===== src/hdl/fss_pkg.sv =====
`timescale 1ns / 1ps
// ----------------------------------------------------------------------------
// Fuzzy subsequence scorer package
// Shared types, register indexes, scoring constants and the case fold helper.
// ----------------------------------------------------------------------------
package fss_pkg;

	localparam int MAX_QUERY_DEF = 16;
	localparam int QLEN_W        = 5;
	localparam int CFG_IDX_W     = 2;
	localparam int CFG_DATA_W    = 64;
	localparam int CHAR_W        = 8;
	localparam int SCORE_W       = 16;
	localparam int RUN_W         = 4;
	localparam int GAIN_W        = 7;
	localparam int LO_CHARS      = 8;

	localparam logic [GAIN_W-1:0] WORD_BONUS = GAIN_W'(10);
	localparam logic [CHAR_W-1:0] CH_DASH    = 8'h2D;
	localparam logic [CHAR_W-1:0] CH_UNDER   = 8'h5F;
	localparam logic [RUN_W-1:0]  RUN_MAX    = '1;

	typedef enum logic [CFG_IDX_W-1:0] {
		REG_QUERY_LENGTH   = 2'd0,
		REG_QUERY_CHARS_LO = 2'd1,
		REG_QUERY_CHARS_HI = 2'd2
	} cfg_reg_e;

	// Query view handed to the match core: clamped length and the selected character.
	typedef struct packed {
		logic [QLEN_W-1:0] len;
		logic [CHAR_W-1:0] chr;
	} query_info_t;

	// Outcome of the current word, as it would stand if the word ends the candidate.
	typedef struct packed {
		logic               matched;
		logic [SCORE_W-1:0] score;
	} result_t;

	// Folds ASCII upper case letters to lower case; other bytes pass unchanged.
	function automatic logic [CHAR_W-1:0] fold_case(input logic [CHAR_W-1:0] c);
		logic [CHAR_W-1:0] r;
		r = c;
		if (c inside {[8'h41:8'h5A]}) begin
			r = c + 8'h20;
		end
		return r;
	endfunction

endpackage


===== src/hdl/fss_query_regs.sv =====
`timescale 1ns / 1ps
// ----------------------------------------------------------------------------
// Query register file
// Holds the query length and characters written through the config port and
// presents the clamped length and the character at the current query index.
// ----------------------------------------------------------------------------
module fss_query_regs import fss_pkg::*; #(
	parameter int MAX_QUERY = MAX_QUERY_DEF
) (
	input  logic                  clk,
	input  logic                  arst_n,
	input  logic                  cfg_wr_en,
	input  logic [CFG_IDX_W-1:0]  cfg_index,
	input  logic [CFG_DATA_W-1:0] cfg_data,
	input  logic [QLEN_W-1:0]     rd_index,
	output query_info_t           qinfo
);

	localparam int CH_W = (MAX_QUERY > 1) ? $clog2(MAX_QUERY) : 1;

	logic [QLEN_W-1:0] query_length_q;
	logic [CHAR_W-1:0] chars_q [MAX_QUERY];

	always_ff @(posedge clk or negedge arst_n) begin
		if (!arst_n) begin
			query_length_q <= '0;
		end else if (cfg_wr_en && cfg_index == REG_QUERY_LENGTH) begin
			query_length_q <= cfg_data[QLEN_W-1:0];
		end
	end

	for (genvar i = 0; i < MAX_QUERY; i++) begin : g_char
		if (i < LO_CHARS) begin : g_lo
			always_ff @(posedge clk or negedge arst_n) begin
				if (!arst_n) begin
					chars_q[i] <= '0;
				end else if (cfg_wr_en && cfg_index == REG_QUERY_CHARS_LO) begin
					chars_q[i] <= cfg_data[CHAR_W*i +: CHAR_W];
				end
			end
		end else begin : g_hi
			always_ff @(posedge clk or negedge arst_n) begin
				if (!arst_n) begin
					chars_q[i] <= '0;
				end else if (cfg_wr_en && cfg_index == REG_QUERY_CHARS_HI) begin
					chars_q[i] <= cfg_data[CHAR_W*(i-LO_CHARS) +: CHAR_W];
				end
			end
		end
	end

	always_comb begin
		qinfo.len = (query_length_q > QLEN_W'(MAX_QUERY)) ? QLEN_W'(MAX_QUERY)
		                                                   : query_length_q;
		qinfo.chr = (rd_index < QLEN_W'(MAX_QUERY)) ? chars_q[rd_index[CH_W-1:0]] : '0;
	end

endmodule


===== src/hdl/fss_match_core.sv =====
`timescale 1ns / 1ps
// ----------------------------------------------------------------------------
// Match core
// Per-candidate state and the combinational score update for one candidate byte.
// ----------------------------------------------------------------------------
module fss_match_core import fss_pkg::*; (
	input  logic              clk,
	input  logic              arst_n,
	input  logic              step_en,
	input  logic [CHAR_W-1:0] char_code,
	input  logic              no_char,
	input  logic              last,
	input  query_info_t       qinfo,
	output logic [QLEN_W-1:0] rd_index,
	output result_t           result
);

	logic [QLEN_W-1:0]  query_index_q, query_index_d;
	logic [SCORE_W-1:0] score_q, score_d;
	logic [RUN_W-1:0]   run_q, run_d, run_inc;
	logic               prev_q, prev_d;
	logic               word_q, word_d;
	logic               hit, can_match;
	logic [GAIN_W-1:0]  gain;
	logic [SCORE_W:0]   delta, sum;
	logic [SCORE_W-1:0] score_sat;

	assign rd_index = query_index_q;

	always_comb begin
		can_match = query_index_q < qinfo.len;
		hit       = fold_case(char_code) == fold_case(qinfo.chr);
		run_inc   = (run_q == RUN_MAX) ? RUN_MAX : run_q + 1'b1;

		gain = GAIN_W'(1);
		if (word_q) begin
			gain = gain + WORD_BONUS;
		end
		if (prev_q) begin
			gain = gain + {run_inc, 2'b00} + GAIN_W'(run_inc);
		end

		// A miss subtracts one; the sum is one bit wider so underflow shows in the top bits.
		delta = hit ? (SCORE_W+1)'(gain) : '1;
		sum   = {score_q[SCORE_W-1], score_q} + delta;
		score_sat = (sum[SCORE_W] && !sum[SCORE_W-1]) ? {1'b1, {(SCORE_W-1){1'b0}}}
		                                              : sum[SCORE_W-1:0];

		query_index_d = query_index_q;
		score_d       = score_q;
		run_d         = run_q;
		prev_d        = prev_q;
		word_d        = word_q;
		if (!no_char) begin
			if (can_match) begin
				score_d = score_sat;
				prev_d  = hit;
				if (hit) begin
					run_d         = prev_q ? run_inc : '0;
					query_index_d = query_index_q + 1'b1;
				end
			end
			word_d = (char_code == CH_DASH) || (char_code == CH_UNDER);
		end

		result.matched = query_index_d >= qinfo.len;
		result.score   = result.matched ? score_d : '0;
	end

	always_ff @(posedge clk or negedge arst_n) begin
		if (!arst_n) begin
			query_index_q <= '0;
			score_q       <= '0;
			run_q         <= '0;
			prev_q        <= 1'b0;
			word_q        <= 1'b1;
		end else if (step_en) begin
			if (last) begin
				query_index_q <= '0;
				score_q       <= '0;
				run_q         <= '0;
				prev_q        <= 1'b0;
				word_q        <= 1'b1;
			end else begin
				query_index_q <= query_index_d;
				score_q       <= score_d;
				run_q         <= run_d;
				prev_q        <= prev_d;
				word_q        <= word_d;
			end
		end
	end

endmodule


===== src/hdl/fuzzy_subsequence_scorer.sv =====
`timescale 1ns / 1ps
// ----------------------------------------------------------------------------
// Fuzzy subsequence scorer
// Scores a streamed candidate string against a configured query with greedy,
// case-insensitive subsequence matching and reports match and score on last.
// ----------------------------------------------------------------------------
//
//  Channel  Handshake              Payload                    Direction
//  -------  ---------------------  -------------------------  ---------
//  input    in_valid / in_ready    char_code, no_char, last   in
//  output   out_valid / out_ready  matched, score             out
//  config   cfg_wr_en              cfg_index, cfg_data        in
//
// One input word is accepted per cycle while no stalled output holds back a last
// word. A word is registered on acceptance and scored by the match core, whose
// state feedback loop (compare, gain and saturating add) is combinational; a
// result enters the output register as its last word leaves the input stage.
// Reset clears the query registers and the per-candidate state.
// A stalled output only holds back a registered word that carries last; words
// without last keep flowing while a result waits.
// ----------------------------------------------------------------------------
module fuzzy_subsequence_scorer import fss_pkg::*; #(
	parameter int MAX_QUERY = MAX_QUERY_DEF
) (
	input  logic                   clk,
	input  logic                   arst_n,
	input  logic                   cfg_wr_en,
	input  logic [CFG_IDX_W-1:0]   cfg_index,
	input  logic [CFG_DATA_W-1:0]  cfg_data,
	input  logic                   in_valid,
	output logic                   in_ready,
	input  logic [CHAR_W-1:0]      char_code,
	input  logic                   no_char,
	input  logic                   last,
	output logic                   out_valid,
	input  logic                   out_ready,
	output logic                   matched,
	output logic signed [SCORE_W-1:0] score
);

	// Input stage register.
	logic              valid_s1;
	logic [CHAR_W-1:0] char_s1;
	logic              no_char_s1;
	logic              last_s1;
	logic              adv_s1;

	// Output register.
	logic               out_valid_q;
	logic               matched_q;
	logic [SCORE_W-1:0] score_q;

	query_info_t       qinfo;
	result_t           result;
	logic [QLEN_W-1:0] rd_index;

	// The registered word moves on unless it ends a candidate and the result
	// register is still occupied by an untaken result.
	assign adv_s1   = valid_s1 && (!last_s1 || !out_valid_q || out_ready);
	assign in_ready = !valid_s1 || adv_s1;

	always_ff @(posedge clk or negedge arst_n) begin
		if (!arst_n) begin
			valid_s1 <= 1'b0;
		end else if (in_ready) begin
			valid_s1 <= in_valid;
		end
	end

	always_ff @(posedge clk) begin
		if (in_valid && in_ready) begin
			char_s1    <= char_code;
			no_char_s1 <= no_char;
			last_s1    <= last;
		end
	end

	fss_query_regs #(
		.MAX_QUERY (MAX_QUERY)
	) u_query_regs (
		.clk       (clk),
		.arst_n    (arst_n),
		.cfg_wr_en (cfg_wr_en),
		.cfg_index (cfg_index),
		.cfg_data  (cfg_data),
		.rd_index  (rd_index),
		.qinfo     (qinfo)
	);

	fss_match_core u_match_core (
		.clk       (clk),
		.arst_n    (arst_n),
		.step_en   (adv_s1),
		.char_code (char_s1),
		.no_char   (no_char_s1),
		.last      (last_s1),
		.qinfo     (qinfo),
		.rd_index  (rd_index),
		.result    (result)
	);

	always_ff @(posedge clk or negedge arst_n) begin
		if (!arst_n) begin
			out_valid_q <= 1'b0;
		end else if (adv_s1 && last_s1) begin
			out_valid_q <= 1'b1;
		end else if (out_ready) begin
			out_valid_q <= 1'b0;
		end
	end

	always_ff @(posedge clk) begin
		if (adv_s1 && last_s1) begin
			matched_q <= result.matched;
			score_q   <= result.score;
		end
	end

	assign out_valid = out_valid_q;
	assign matched   = matched_q;
	assign score     = signed'(score_q);

	// A result that did not match always carries a zero score.
	assert property (@(posedge clk) disable iff (!arst_n)
		out_valid_q && !matched_q |-> score_q == '0)
		else $error("unmatched result with nonzero score");

	// The query index never runs past the largest supported query.
	assert property (@(posedge clk) disable iff (!arst_n)
		rd_index <= QLEN_W'(MAX_QUERY))
		else $error("query index beyond query storage");

	// A new result only appears after a word carrying last left the input stage.
	assert property (@(posedge clk) disable iff (!arst_n)
		$rose(out_valid_q) |-> $past(adv_s1 && last_s1))
		else $error("result without a last word");

	// An accepted word is always held in the input stage on the next cycle.
	assert property (@(posedge clk) disable iff (!arst_n)
		in_valid && in_ready |=> valid_s1)
		else $error("accepted word lost");

endmodule

===== config.mk =====
export PLATFORM = sky130hd
export DESIGN_NAME = fuzzy_subsequence_scorer
export DESIGN_NICKNAME = d
export VERILOG_FILES = /design/src/hdl/fss_pkg.sv /design/src/hdl/fss_query_regs.sv /design/src/hdl/fss_match_core.sv /design/src/hdl/fuzzy_subsequence_scorer.sv
export SDC_FILE = /design/constraint.sdc
export NUM_CORES = 1
export LEC_CHECK = 0
export ABC_AREA = 1
export BUFFER_PORTS_ARGS = -buffer_cell sky130_fd_sc_hd__clkbuf_2
export CORE_ASPECT_RATIO = 1.4
export CORE_UTILIZATION = 40
export CTS_CLUSTER_SIZE = 8
export DETAILED_ROUTE_END_ITERATION = 10
export GPL_ROUTABILITY_DRIVEN = 1
export PLACE_DENSITY_LB_ADDON = 0.05
export REMOVE_ABC_BUFFERS = 1
export SLEW_MARGIN = 10
export SYNTH_ARGS = -nofsm -noshare
export SYNTH_HDL_FRONTEND = slang
export SYNTH_SLANG_ARGS = --single-unit

===== constraint.sdc =====
create_clock -name clk -period 4 [get_ports clk]
set_clock_uncertainty 0.1 [all_clocks]
set_input_delay 0.8 -clock clk [delete_from_list [all_inputs] [get_ports clk]]
set_output_delay 0.8 -clock clk [all_outputs]
set_load 0.01 [all_outputs]

==> results.json <==
{
  "pin_count_of_the_biggest_net_entering_global_routing": 82,
  "die_w_um": 139,
  "power.density_nw_per_um2": 524,
  "antenna-diode-count": 0,
  "final-hold-violation-count": 0,
  "ffs_w_async_s_r_synth": 0.857,
  "post_synth_num_cell_types": 47,
  "crit_buf_inv": 8,
  "share_clk_of_total_power": 0.256,
  "design.die.area_um2": 27100,
  "port_buffers": 99,
  "synth_seq_cells": 189,
  "cell_class_contributing_the_biggest_share_of_worst_path_delay": "simple AND/OR/NAND/NOR gates",
  "violations": "negative setup slack",
  "core_region_area_um2": 26100,
  "start_util": 0.406,
  "synth-main-ff-cell": "sky130_fd_sc_hd__dfrtp_1",
  "cts.htree.levels": 4,
  "timing.reg2reg.setup_slack_ns": -0.59,
  "dp.final_hpwl_um": 19900,
  "drive_gt1_frac": 0.266,
  "synthesis.yosys.warnings": 0,
  "antenna_violations_before_repair": 0,
  "setup_repair_after_global_routing_missed_its_margin": "true",
  "globalRoute.totalOverflow": 0,
  "gpl.final_weighted_congestion": 0.831,
  "max_cap_viol_count": 0,
  "total_number_of_vias": 9720,
  "cp.depth": 32,
  "swShare": 0.342,
  "maximum_fanout_encountered_on_the_critical_timing_path": 7,
  "share_seq_of_total_power": 0.343,
  "cts_tree": "done",
  "timing.critical_path.arrival_ns": 4.70,
  "cts-buffers-inserted": 17,
  "wl_per_instance_um": 15.0,
  "worst_path_largest_cell_delay_ns": 0.55,
  "synth.cell_area_um2": 10600,
  "placementRows": 70,
  "grt_pass1_wl_um": 47300,
  "wl_um": 29300,
  "clk_pin_slew_worst_paths_ns": 0.07,
  "setup.worst_path.start_class": "flip-flop",
  "timing.slew.headroom": 0.477,
  "depth_of_the_most_critical_reg_to_reg_path": 32,
  "synthesis.instances": 1395,
  "timing.setup.tns_ns": -15.26,
  "critical-path-top-cell-by-count": "sky130_fd_sc_hd__nand2_1",
  "cts_buffer_depth": 2,
  "postCtsHoldBufs": 0,
  "outcome": "complete, but fails checks",
  "post_detailed_route_count_of_antenna_violating_nets": 0,
  "worst_slew_pin_slew_ns": 0.764,
  "drt-vias-per-instance": 4.97,
  "power_frac_comb": 0.402,
  "criticalPathCategory": "reg -> reg",
  "max-vdd-ir-drop_mv": 0.292,
  "number_of_endpoints_failing_setup_at_the_final_stage": 33,
  "fmax_mhz": 218,
  "synth.avg_cell_area_um2": 7.59,
  "worstReg2RegEnd": "score[8]",
  "finalWorstSetupSlack_ns": -0.593,
  "cp.required_ns": 4.10,
  "reg2reg_from": "u_match_core.rd_index[0]",
  "min_period_ns": 4.59,
  "critPathSlowestCell": "sky130_fd_sc_hd__dfrtp_2",
  "route.detailed.drc": 0,
  "internal_power_w": 0.00481,
  "pin_count": 100,
  "critical_path.startpoint": "u_match_core.rd_index[0]",
  "share_of_the_yosys_chip_area_belonging_to_registers": 0.460,
  "timing.final.max_slew_violations": 0,
  "edff_count_synth": 27,
  "global_route.usage.total": 0.222,
  "worstSkewPairLatency_ns": 0.45,
  "critical_path.endpoint_type": "flip-flop",
  "total_switching_power_w": 0.00249,
  "static-leakage-power_nw": 7.31,
  "pre_cts_slack_ns": -0.823,
  "drt_first_iter_violations": 438,
  "timing.final.crit_share": 1.15,
  "firstDrtPassIters": 6,
  "min_path_type": "in -> async",
  "area_growth_syn_to_layout_pct": 31.6,
  "die_height_um": 194,
  "layout.nets": 1740,
  "ctsRootBufferMaster": "sky130_fd_sc_hd__clkbuf_16",
  "first_global_vias": 9537,
  "clock_sink_total": 189
}
## power by group through the flow
stage | clock network [W] | registers (W) | logic [W]
global placement | 0 | 0.00251 | 0.00227
detailed placement | 0 | 0.00251 | 0.00230
CTS | 0.00190 | 0.00249 | 0.00269
global route | 0.00198 | 0.00254 | 0.00327
floorplan | 0 | 0.00248 | 0.00139
finish | 0.00187 | 0.00250 | 0.00293
## layout make-up
cell class / count / area (µm²)
multi-input cells: 952 / 5190
flip-flops and latches: 189 / 4870
well taps: 324 / 405
repair buffers: 267 / 2090
clock inverters: 13 / 185
clock buffers: 19 / 454
inverters: 193 / 739
fillers: 2562 / 12200
## stage by stage
stage | std cells | utilization | area [µm²] | hold slack, ns | total power, W
final | 1957 | 0.534 | 13900 | 0.285 | 0.00730
after global routing | 1957 | 0.534 | 13900 | 0.343 | 0.00779
after CTS | 1941 | 0.515 | 13400 | 0.312 | 0.00708
after detailed placement | 1892 | 0.473 | 12300 | 0.371 | 0.00480
after global placement | 1892 | 0.473 | 12300 | 0.363 | 0.00478
after floorplan | 1334 | - | 10300 | 0.348 | 0.00387
## per-layer routing
| layer | share of wire | global-route usage | vias up |
|---|---|---|---|
| li1 | - | - | 4939 |
| met1 | 0.42 | 0.259 | 4585 |
| met2 | 0.53 | 0.409 | 156 |
| met3 | 0.025 | 0.0283 | 40 |
| met4 | 0.025 | 0.0864 | 0 |
| met5 | 0 | 0 | - |
## worst max path at each step
stage	slack, ns	end
detailed placement	-0.82	score[13]
CTS	-0.49	score[14]
global route	-0.83	score[8]
global placement	-0.82	score[13]
finish	-0.59	score[8]
floorplan	-1.68	score[11]
## logic make-up (layout without fill, tap and decap cells)
family | after synthesis | after routing | synth area share
compound gates | 278 | 278 | 0.141
buf+inv | 254 | 492 | 0.0985
flops | 189 | 189 | 0.460
simple gates | 631 | 631 | 0.249
xor+xnor | 4 | 4 | 0.00331
fa+ha+maj | 39 | 39 | 0.0482
## registers in the layout, summed over array words and instances, names as in the netlist
name / cells
u_query_regs.query_length_q: 5
matched: 1
u_query_regs.chars_q: 128
no_char_s1: 1
u_match_core.word_q: 1
u_match_core.score_q: 16
u_match_core.prev_q: 1
char_s1: 8
out_valid: 1
u_match_core.run_q: 4
u_match_core.rd_index: 5
score: 16
last_s1: 1
valid_s1: 1
## cell usage in the layout (no fill, tap or decap), drive strengths merged
master,instances
o31ai,2
o2111ai,1
a31oi,2
dfstp,1
o211ai,10
o21ai,185
o21a,2
edfxtp,27
nand3,79
a21oi,56
a22o,3
a2111oi,1
a21o,12
a211oi,1
clkinv,5
inv,194
clkbuf,122
a221oi,1
clkinvlp,3
and2,3
a21boi,1
nand3b,1
nand2,442
or2,1
nor2,76
and3,1
nor3,9
ha,36
nand4,19
bufinv,4
xor2,4
o41ai,1
dfrtp,161
buf,164
fa,3
## cells in the mapped netlist (all sizes together) (4+ instances only)
master,number,area share
a21o,12,0.0085
buf,23,0.016
inv,191,0.068
nor3,9,0.0043
clkbuf,38,0.013
o21ai,185,0.088
nand4,19,0.011
ha,36,0.043
nand3,79,0.038
nand2,442,0.16
o211ai,10,0.0071
xor2,4,0.0033
a21oi,56,0.027
dfrtp,161,0.38
edfxtp,27,0.077
nor2,76,0.031
## repair_timing
action | CTS | global route
gates cloned | 2 | 5
hold endpoints to repair | 0 | 0
gates resized for setup | 75 | 79
buffers inserted | 16 | 13
endpoints found under the setup margin | 33 | 33
pin swaps | 26 | 47
No activity file was read; power rests on OpenSTA's default activity.
